$ cat src/hw/rtl/lbrw_pkg.sv
// Shared types and constants for the longest bounded-range window block.
package lbrw_pkg;

  localparam int SAMPLE_W = 16;
  localparam int LEN_W = 11;
  localparam int WINDOW_DEPTH_DEF = 1024;

  typedef struct packed {
    logic [SAMPLE_W-1:0] sample;
    logic                start_new;
  } in_t;

  typedef struct packed {
    logic [LEN_W-1:0] window_length;
    logic [LEN_W-1:0] best_length;
    logic             capped;
  } out_t;

  // Control broadcast from the sequencer to every cell of the chain.
  typedef struct packed {
    logic eval;
    logic scan;
    logic commit;
  } ctrl_t;

endpackage

$ cat src/hw/rtl/lbrw_cell.sv
// One cell of the sample chain: a stored sample and its out-of-range flag.
module lbrw_cell (
  input  logic                           clk,
  input  lbrw_pkg::ctrl_t                ctrl,
  input  logic [lbrw_pkg::SAMPLE_W-1:0]  cmp_sample,
  input  logic [lbrw_pkg::SAMPLE_W-1:0]  limit,
  input  logic [lbrw_pkg::SAMPLE_W-1:0]  sample_in,
  input  logic                           flag_in,
  output logic [lbrw_pkg::SAMPLE_W-1:0]  sample_out,
  output logic                           flag_out
);

  logic [lbrw_pkg::SAMPLE_W-1:0] sample_r;
  logic                          flag_r;
  logic [lbrw_pkg::SAMPLE_W-1:0] diff;

  always_comb begin
    if (cmp_sample >= sample_r) begin
      diff = cmp_sample - sample_r;
    end else begin
      diff = sample_r - cmp_sample;
    end
  end

  always_ff @(posedge clk) begin
    if (ctrl.commit) begin
      sample_r <= sample_in;
    end
    // The flags march toward the head of the chain one cell per cycle.
    if (ctrl.eval) begin
      flag_r <= (diff > limit);
    end else if (ctrl.scan) begin
      flag_r <= flag_in;
    end
  end

  assign sample_out = sample_r;
  assign flag_out   = flag_r;

endmodule

$ cat config.mk
export PLATFORM = sky130hd
export DESIGN_NAME = lbrw_cell
export DESIGN_NICKNAME = d
export VERILOG_FILES = /design/src/hw/rtl/lbrw_pkg.sv /design/src/hw/rtl/lbrw_cell.sv
export SDC_FILE = /design/constraint.sdc
export NUM_CORES = 1
export LEC_CHECK = 0
export BUFFER_PORTS_ARGS = -buffer_cell sky130_fd_sc_hd__buf_2
export CELL_PAD_IN_SITES_DETAIL_PLACEMENT = 0
export CELL_PAD_IN_SITES_GLOBAL_PLACEMENT = 1
export CORE_MARGIN = 2
export CORE_UTILIZATION = 40
export DETAILED_ROUTE_END_ITERATION = 10
export PLACE_DENSITY_LB_ADDON = 0.1
export SYNTH_ARGS = -nofsm -noshare
export SYNTH_HDL_FRONTEND = slang
export SYNTH_SLANG_ARGS = --single-unit
$ cat constraint.sdc
create_clock -name clk -period 6.04 [get_ports clk]
set_input_delay 0.906 -clock clk [delete_from_list [all_inputs] [get_ports clk]]
set_output_delay 0.906 -clock clk [all_outputs]
set_load 0.01 [all_outputs]
# [After elaboration in Yosys (flattened, before gate mapping)]
# Index checks and enable logic that the tools add are counted.
[totals] regBits=17 latchBits=0 ramBits=0 rom_bits=0 input_bits=53 elab_cells=10 n_memories=0
[classes] add_sub_neg=2 mul=0 div_mod_pow=0 order_cmp=2 n_eq_ne=0 shift=0 n_mux=3 bitwise_logic=0 n_reduce_logical=1
[ops] cell="subtractor 16 bit" count=2
[ops] cell="greater-or-equal comparator 16 bit" count=1
[ops] cell="greater-than comparator 16 bit" count=1
[ops] cell="two-way mux 16 bit" count=1
[ops] cell="two-way mux 1 bit" count=2
[ops] cell="nonzero test 2 bit" count=1

# [Longest topological paths before layout]
# Gate-level depths: netlist of run 1.
[depth] ltp_word=4 depth_mapped=20

# [Worst setup path before layout of run 1]
# OpenSTA, ideal clock, no wires.
[synth_timing] path_kind="input to register" startpoint="input port cmp_sample[0] (netlist name)" endpoint="register flag_r, in the netlist flag_out (data pin)" setup_time_ns=0.261 arrival_ns=3.585 required_ns=5.779 setup_slack_ns=2.194 path_stages=20 path_buffers=1 path_cell_list="inv_1 -> ha_1 -> inv_1 -> fa_1 -> nand3_1 -> a31o_1 -> a21oi_2 -> o22ai_2 -> buf_6 -> nand3b_1 -> o21ai_0 -> xnor2_1 -> ha_1 -> a21o_1 -> a21o_1 -> a21oi_1 -> nor2_1 -> a211oi_1 -> o21ba_2 -> o22ai_1"
[synth_via] elab_chain_cells=4
[synth_rtl] element="start, declared" line_no="lbrw_cell.sv:5" rtl="input logic [lbrw_pkg::SAMPLE_W-1:0] cmp_sample,"
[synth_rtl] element="subtractor 16 bit (tied with other cells)" line_no="lbrw_cell.sv:21" rtl="diff = sample_r - cmp_sample;"
[synth_rtl] element="two-way mux 16 bit *" line_no="lbrw_cell.sv:18" rtl="if (cmp_sample >= sample_r) begin"
[synth_rtl] element="greater-than comparator 16 bit *" line_no="lbrw_cell.sv:31" rtl="flag_r <= (diff > limit);"
[synth_rtl] element="two-way mux 1 bit *" line_no="lbrw_cell.sv:30" rtl="if (ctrl.eval) begin"
[synth_rtl] element="end signal, assigned" line_no="lbrw_cell.sv:31"
[synth_rtl] element="end signal, assigned" line_no="lbrw_cell.sv:33" rtl="flag_r <= flag_in;"
[synth_rtl] element="end, declared" line_no="lbrw_cell.sv:14" rtl="logic flag_r;"
# Mark *: on every way between the ends. The rest lies on a longest branch, timed or not.
# A chain may end at the register's enable or synchronous reset.

# [Final worst setup path of run 1]
# Ends and elaborated chain as after synthesis.

==> flow_summary.ini, run 1 <==
[timing]
rsz0062_at_grt = no
finalSetupTns_ps = 0
hold_violations = 0
fmaxAchievable_ghz = 0.234
period_share = 0.706
min_period_ps = 4270
slew_viol_final = 0
setup-violations-final = 0
worst_slew_pin_slew_ps = 510
slew_headroom = 0.656
clock_skew_ps = 7.48

[floorplanning]
fp.dieH_um = 82.3
dieArea_mm2 = 0.00677
core_mm2 = 0.00592
ios = 70
rows = 28
fp.dieW_um = 82.3
initial_core_util = 0.414

[min_path]
hp-class = primary input to flip-flop
hold_path.startpoint = sample_in[11]

[global_route]
grt_pass1_wl_um = 8960
antenna_found_initial = 0
grt_max_degree = 17
grt_pass1_vias = 2006
grt_use_total = 0.169
grt_overflow_total = 0

[worst_setup_path]
rr_startpoint = sample_out[0]
crit_type = primary input to flip-flop
worstSetupEndpointType = flip-flop
cp-start-kind = primary input
cp_slowest_stage_delay_ps = 410
worstPathArrival_ps = 4290
crit_chain = buf_2, inv_1, ha_1, inv_1, fa_1, nand3_1, a31o_1, a21oi_2, o22ai_2, buf_4, nand3b_1, o21ai_0, xnor2_1, ha_1, a21o_1, a21o_1, a21oi_1, nor2_1, a211oi_1, o21ba_2, o22ai_1
crit_slowest_cell = o22ai_2
worstPathRequired_ps = 6060
startpoint = cmp_sample[0]
crit_fanout = 12

[cells_and_area]
post-route-util = 0.485
design_area_mm2 = 0.00287
diodes = 0
syn_to_final_growth_pct = 17.0
nNetsFinal = 460
layout-drive-gt1-share = 0.227

[cts]
clk_pin_slew_ps = 80
numCtsBuffers = 3
cts_sinks = 17
insertion_delay_ps = 260
htree_levels = 1
postCtsHoldBufs = 0
root_buffer = clkbuf_8
post_cts_buffers = 0
cts_max_path_buffers = 2
cts_tree = done
ctsResizeCount = 0

[yosys]
synth_top_family_by_area = adder cells
mappedNetlistArea_mm2 = 0.00245
syn_avg_cell_area_um2 = 8.37
yosysWarningCount = 0
yosysUniqueCellTypes = 43
synth_compound_area_frac = 0.235
synth-seq-area-share = 0.208
synthCells = 293
syn_nets = 395
synth_xor_area_frac = 0.0500
synthSimpleGateAreaFrac = 0.112
synth_fa_ha_area_frac = 0.256
synth.area.mux_share = 0.0291
ys_seq_elements = 17

[placed_design]
portBuffers = 69
placed_area_mm2 = 0.00282
globalplace.congestion = 0.824
hpwl_um = 4580

[detailed_routing]
totalWireLength_um = 5470
via_per_inst = 4.96
drc = 0
drt_iter0_drc = 83
via_count = 2144
antenna_left = 0
wl_per_cell_um = 12.7
first_pass_iters = 4

[power]
p_int_w = 0.000338
power_frac_comb = 0.573
switching_share = 0.404
p_sw_w = 0.000229
p_leak_nw = 1.56
pwr-share-clk = 0.165
p_per_area_mw_per_mm2 = 198
seq_power_share = 0.262
ir_worst_vdd_mv = 0.0800

[flow_run]
maxCapViolCount = 0

[status]
status = finished, final reports clean
[per-stage QoR]
stage	instances	setup slack, ps	hold WS (ps)	total power, W
2_1_floorplan	293	2190	1000	0.000399
3_3_place_gp	428	1530	1080	0.000475
3_5_place_dp	428	1490	1080	0.000477
4_1_cts	432	1760	807	0.000575
5_1_grt	432	1490	805	0.000625
6_report	432	1770	809	0.000567
[layout by cell type, fill, tap and decap left out, types with 3 or more instances in the layout]
cell	instances
a211oi_1	5
a21o_1	15
a21oi_1	29
and2_1	3
buf_2	69
clkbuf_8	3
edfxtp_1	17
ha_1	47
inv_1	52
mux2i_1	6
nand2_1	13
nand2b_1	7
nand3_1	5
nand4_1	6
nor2_1	13
nor2b_1	3
o21ai_0	16
o21ai_1	4
xnor2_1	6
xor2_1	8
[flip-flops by register name (all words and copies together), names as in the netlist]
signal      flops
sample_out     16
flag_out        1
[path summary, 6_finish.rpt]
kind,endpoint,slack [ps],depth (start not counted)
worst min-delay path,sample_out[11],810,1
worst max-delay path,flag_out,1770,21
worst max register to register,flag_out,2140,17
worst min register to register,flag_out,1130,5
[power by group through the flow]
stage | clock, W | sequential, W | combinational, W
6_report | 0.0000935 | 0.000148 | 0.000325
5_1_grt | 0.000102 | 0.000150 | 0.000373
4_1_cts | 0.0000987 | 0.000149 | 0.000328
3_3_place_gp | 0 | 0.000151 | 0.000324
3_5_place_dp | 0 | 0.000151 | 0.000326
2_1_floorplan | 0 | 0.000156 | 0.000243
[critical path, delay by kind of cell]
| family | cells | cell delay [ps] |
|---|---|---|
| xor gates and xnor gates | 1 | 150 |
| AOI/OAI and AO/OA | 10 | 1650 |
| and+or+nand+nor | 3 | 260 |
| adders and majority gates | 3 | 790 |
| buffers and inverters | 4 | 510 |
[synthesized netlist by cell type (all sizes together)]
cell,n,area (µm²)
a31o,1,8.76
inv,52,195
nand4,6,37.5
a21oi,30,154
or3,1,6.26
nand2,13,48.8
a221oi,1,15.0
fa,2,40.0
a31oi,1,6.26
a211oi,7,62.6
o31ai,1,7.51
and3,2,12.5
xor2,8,70.1
o21ai,20,100
xnor2,6,52.6
nor2,13,48.8
o21bai,1,7.51
a32oi,1,8.76
a21o,15,113
o21ba,1,10.0
o22ai,2,18.8
nand3,5,25.0
edfxtp,17,510
mux2i,6,60.1
nor2b,3,18.8
o21a,2,15.0
a311oi,2,17.5
nand2b,7,43.8
o41ai,1,8.76
buf,10,73.8
a21boi,2,15.0
or2,1,6.26
ha,47,588
nand3b,1,7.51
and2,3,18.8
o211ai,1,7.51
mux2,1,11.3
[cell families after synthesis]
group | count (synthesis)
buffers and inverters | 62
AO/OA/AOI/OAI | 89
multiplexers | 7
AND/OR/NAND/NOR | 55
flip-flops | 17
XOR/XNOR | 14
adder cells (fa/ha/maj) | 49
[per-layer routing]
metal | track usage | vias up | part of all wire
met5 | 0 | - | 0
met2 | 0.252 | 47 | 0.42
met3 | 0.0163 | 5 | 0.043
met4 | 0.0433 | 0 | 0.010
met1 | 0.257 | 946 | 0.53
li1 | - | 1146 | -
[cell type report]
cell class / instances / area (µm²)
fill: 630 / 3050
clock buffer: 4 / 45.0
timing repair buffer: 70 / 353
sequential: 17 / 510
multi-input combinational: 214 / 1670
inverter: 52 / 195
tap: 75 / 93.8
(Power assumes the default switching activity.)
==> run 2, diff against run 1 <==
ABC_AREA = 1   (was default)
CORE_UTILIZATION = 38   (was 40)
clock period = 3.93 ns   (was 6.04 ns; I/O delays follow)
==> run 2 against run 1 <==
Via count rose by 50%; non-clock buffer count did not move; critical endpoint unchanged; first-iteration DRC count rose by 31%; worst hold slack got worse by 320 ps; largest power group unchanged.
==> flow_summary.ini, run 2 <==
[status]
status = finished, final reports clean

[power]
p_per_area_mw_per_mm2 = 271
ir_worst_vdd_mv = 0.127
power_w = 0.000980
p_leak_nw = 2.22

[detailed_routing]
wl_per_cell_um = 12.1
first_pass_iters = 4
via_count = 3217
drc = 0
totalWireLength_um = 8350
drt_iter0_drc = 109
via_per_inst = 4.65
antenna_left = 0

[timing]
setup-violations-final = 0
worst_slew_pin_slew_ps = 419
slew_headroom = 0.720
slew_viol_final = 0
min_period_ps = 3110
clock_skew_ps = 6.84
hold_violations = 0
period_share = 0.791
finalSetupTns_ps = 0
rsz0062_at_grt = no
fmaxAchievable_ghz = 0.322

[floorplanning]
core_mm2 = 0.00813
initial_core_util = 0.388
ios = 70
dieArea_mm2 = 0.00906
rows = 33
fp.dieW_um = 95.2
fp.dieH_um = 95.2

[worst_setup_path]
worstSetupEndpointType = flip-flop
cp_common_cell = nand2_1
crit_type = primary input to flip-flop
crit_chain = buf_2, inv_1, ha_1, inv_1, fa_1, nand3_1, nand3_2, nand2_1, nand3_2, a21oi_2, buf_4, nand2_1, nand2_1, inv_1, ha_1, a21oi_1, o21ai_0, a21oi_1, nand2_1, nand2_1, nand2_1
cp_slowest_stage_delay_ps = 420
worstPathRequired_ps = 3970
crit_slowest_cell = fa_1
worstPathArrival_ps = 3150
cp-start-kind = primary input
crit_fanout = 13

[cts]
postCtsHoldBufs = 0
post_cts_buffers = 0
cts_sinks = 17
numCtsBuffers = 3
cts_tree = done
clk_pin_slew_ps = 90
insertion_delay_ps = 270
cts_max_path_buffers = 2
ctsResizeCount = 0
htree_levels = 1
root_buffer = clkbuf_8

[yosys]
synthCells = 522
synth-seq-area-share = 0.162
synth-edff-count = 17
ys_seq_elements = 17
yosysTopAreaCell = nand2_1
yosysUniqueCellTypes = 30
syn_nets = 624
mappedNetlistArea_mm2 = 0.00316
ys.flop_type = edfxtp_1
yosysWarningCount = 0
yosysMostFrequentCell = nand2_1
synth_area_leaders = nand2_1 23%, ha_1 19%, edfxtp_1 16%
async_reset_ff_frac = 0
synth_common_cells = 194 x nand2_1, 121 x inv_1, 47 x ha_1, 41 x nand3_1, 23 x a21oi_1
synth_top_area_share = 0.231
syn_avg_cell_area_um2 = 6.05

[placed_design]
portBuffers = 69
globalplace.congestion = 0.881
hpwl_um = 7140
placedCellCount = 688
placed_area_mm2 = 0.00356

[global_route]
grt_max_degree = 18
grt_pass1_wl_um = 13400
grt_pass1_vias = 2927
antenna_found_initial = 0
grt_use_total = 0.190
grt_overflow_total = 0

[cells_and_area]
layout_common_cells = 194 x nand2_1, 121 x inv_1, 69 x buf_2, 47 x ha_1, 41 x nand3_1
syn_to_final_growth_pct = 14.3
largest_reg_flops = 16
post-route-util = 0.444
layout-drive-gt1-share = 0.157
fin_cells = 692
nNetsFinal = 690
layout_commonest_cell = nand2_1
diodes = 0
design_area_mm2 = 0.00361

[flow_run]
maxCapViolCount = 0

[min_path]
hp-class = primary input to flip-flop
## run 2: kinds of logic (layout without fill, tap and decap cells)
group                      count (synthesis)  after routing  synth area share
xor gates and xnor gates                  12             12            0.0333
buffers and inverters                    134            199             0.173
and+or+nand+nor                          274            274             0.370
AOI/OAI and AO/OA                         36             36            0.0630
adders and majority gates                 49             49             0.199
DFF                                       17             17             0.162
## run 2: path summary, 6_finish.rpt
path / start / end / slack, ps / depth (start not counted)
max: cmp_sample[0] / flag_out / 820 / 21
min reg2reg: sample_out[0] / flag_out / 1170 / 7
max reg2reg: sample_out[0] / flag_out / 890 / 19
min: sample_in[1] / sample_out[1] / 480 / 1
## run 2: layer usage
layer	routed length, µm	share of wire	vias to the layer above	global-route usage
li1	-	-	1722	-
met1	4220	0.51	1412	0.266
met2	3650	0.44	72	0.311
met3	328	0.039	11	0.0198
met4	144	0.017	0	0.0519
met5	0	0	-	0
## run 2: power by group
part	internal (W)	leakage (nW)	switching (W)	total, W
Clock	0.0000710	0.0255	0.0000828	0.000154
Combinational	0.000225	2.03	0.000374	0.000599
Sequential	0.000218	0.167	0.00000969	0.000227
Total	0.000514	2.22	0.000466	0.000980
## run 2: through the flow
| step | setup WS (ps) | hold slack, ps |
|---|---|---|
| 5_1_grt | 528 | 477 |
| 6_report | 823 | 485 |
| 2_1_floorplan | 935 | 688 |
| 3_5_place_dp | 501 | 768 |
| 4_1_cts | 793 | 475 |
| 3_3_place_gp | 565 | 766 |
## run 2: layout make-up
class,instances,area [µm²]
well taps,105,131
repair buffers,70,353
fillers,912,4520
flip-flops and latches,17,510
clock inverters,1,5.00
clock buffers,3,41.3
multi-input cells,371,2100
inverters,125,469
## run 2: worst max-delay path, delay by kind of cell
family | cells | cell delay (ps)
adders and majority gates | 3 | 840
and+or+nand+nor | 9 | 760
AOI/OAI and AO/OA | 4 | 510
buffers and inverters | 5 | 480
==> run 3, diff against run 2 <==
ABC_AREA = 0   (was 1)
CORE_UTILIZATION = 35   (was 38)
clock period = 2.7 ns   (was 3.93 ns; I/O delays follow)
==> run 3 against run 2 <==
The flow now finishes with violations (setup timing); cell area grew 0.49%; setup slack worse by 1600 ps; clock power increased by 37%; via count down 24%; combinational power up 65%; die area down 15%.
==> flow_summary.ini, run 3 (synthesis gave the netlist of run 1 again) <==
[min_path]
hp-class = primary input to flip-flop
min_to = sample_out[9]
hold_path.startpoint = sample_in[9]
min_path_cells = 1

[detailed_routing]
drt_iter0_drc = 71
via_count = 2446
via_per_inst = 4.62
drc = 0
first_pass_iters = 4
wl_per_cell_um = 12.1
totalWireLength_um = 6410
antenna_left = 0

[worst_setup_path]
crit_type = flip-flop to flip-flop
worstSetupEndpointType = flip-flop
path_buf_inv = 2
worstPathRequired_ps = 2820
cp_slowest_stage_delay_ps = 420
crit_chain = inv_1, ha_2, inv_2, fa_2, a21oi_4, o21ai_4, a221oi_4, nor2_1, a211oi_2, a21oi_1, xor2_1, ha_1, nand4_1, or3_4, o21ai_2, o21ba_2, o22ai_1
reg2reg_slack_ps = -780
crit_family = compound AO/OA/AOI/OAI gates
r2r_end = flag_out
worstPathArrival_ps = 3600
rr_worst_depth = 17
crit_fanout = 3
cp-start-kind = flip-flop
crit_slowest_cell = edfxtp_1
rr_startpoint = sample_out[0]

[global_route]
grt_pass1_wl_um = 10700
antenna_found_initial = 0
grt_use_total = 0.174
grt_pass1_vias = 2351
grt_overflow_total = 0
grt_max_degree = 17

[floorplanning]
fp.dieW_um = 87.7
fp.dieH_um = 87.7
initial_core_util = 0.361
ios = 70
core_mm2 = 0.00679
dieArea_mm2 = 0.00769
rows = 30

[timing]
period_share = 1.29
setup_ws_ps = -778
slew_viol_final = 0
finalSetupTns_ps = -778
setup-violations-final = 1
rsz0062_at_grt = yes
hold_violations = 0
fmaxAchievable_ghz = 0.288
worst_slew_pin_slew_ps = 431
slew_headroom = 0.713
clock_skew_ps = 4.88
min_period_ps = 3480

[placed_design]
globalplace.congestion = 0.891
pre_cts_slack_ps = -908
placed_area_mm2 = 0.00344
hpwl_um = 5340
portBuffers = 69

[cts]
postCtsHoldBufs = 0
cts_sinks = 17
cts_max_path_buffers = 2
numCtsBuffers = 3
clk_pin_slew_ps = 80
insertion_delay_ps = 260
root_buffer = clkbuf_8
cts_tree = done
htree_levels = 1

[cells_and_area]
ff_latch_area_um2 = 510
post-route-util = 0.534
diodes = 0
design_area_mm2 = 0.00363
layout-drive-gt1-share = 0.426
multi_input_area_mm2 = 0.00182
syn_to_final_growth_pct = 48.0
fillers = 706
nNetsFinal = 537
layout_common_cells = 77 x buf_4, 69 x buf_2, 51 x inv_1, 40 x ha_1, 22 x a21oi_1
layout_commonest_cell = buf_4
largest_reg_flops = 16

[power]
ir_worst_vdd_mv = 0.169
p_per_area_mw_per_mm2 = 422
pwr-share-clk = 0.138
p_int_w = 0.000934
p_sw_w = 0.000596
seq_power_share = 0.217
power_frac_comb = 0.645
p_leak_nw = 1.94
switching_share = 0.389

[status]
violations = setup timing
status = complete, but fails checks

[flow_run]
maxCapViolCount = 0
==> run 3: cell types whose count changed in the layout (fill, tap and decap cells not counted), sizes merged, moves of 6 or more <==
cell and delta:
a211oi +7, a21o +15, buf +77, inv -73, mux2i +6, nand2 -186, nand2b +7, nand3 -39
o21ai +11
==> run 3: area by class of cell <==
class,count,area share
Multi-Input combinational cell,214,0.502
Timing Repair Buffer,147,0.258
Sequential cell,17,0.141
Inverter,52,0.0538
Tap cell,96,0.0331
Clock buffer,4,0.0124
==> run 3: metal layers <==
metal	routed length [µm]	vias up	share of wire	track usage
li1	-	1296	-	-
met1	3350	1085	0.52	0.256
met2	2760	58	0.43	0.269
met3	202	7	0.031	0.0170
met4	94	0	0.015	0.0490
met5	0	-	0	0
==> run 3: power groups by stage <==
stage | sequential [W] | clock (W) | combinational [W]
global route | 0.000335 | 0.000232 | 0.00111
global placement | 0.000336 | 0 | 0.000906
CTS | 0.000331 | 0.000228 | 0.000943
floorplan | 0.000351 | 0 | 0.000564
finish | 0.000331 | 0.000211 | 0.000987
detailed placement | 0.000337 | 0 | 0.000911
==> run 3: repair_timing <==
action	4_1_cts	5_1_grt
resized for setup	7	17
pin swaps	3	7
buffers inserted	3	1
endpoints found under the setup margin	1	1
==> run 3: worst register-to-register path, stage by stage, from the launching register on <==
cell,delay [ps]
edfxtp_1,420
inv_1,80
ha_2,180
inv_2,40
fa_2,380
a21oi_4,210
o21ai_4,90
a221oi_4,300
nor2_1,90
a211oi_2,170
a21oi_1,110
xor2_1,160
ha_1,280
nand4_1,110
or3_4,350
o21ai_2,110
o21ba_2,160
o22ai_1,110
==> run 3: through the flow <==
step	cells	hold slack, ps	power (W)
floorplan	293	504	0.000914
global placement	522	581	0.00124
detailed placement	522	583	0.00125
CTS	529	303	0.00150
global route	530	299	0.00167
finish	530	308	0.00153
==> run 3: how the worst max path moves through the flow <==
stage                        from  endpoint  cells after the start
floorplan           sample_out[4]  flag_out                     18
global placement    cmp_sample[0]  flag_out                     19
global route        sample_out[0]  flag_out                     17
finish              sample_out[0]  flag_out                     17
CTS                 sample_out[0]  flag_out                     17
detailed placement  cmp_sample[6]  flag_out                     18
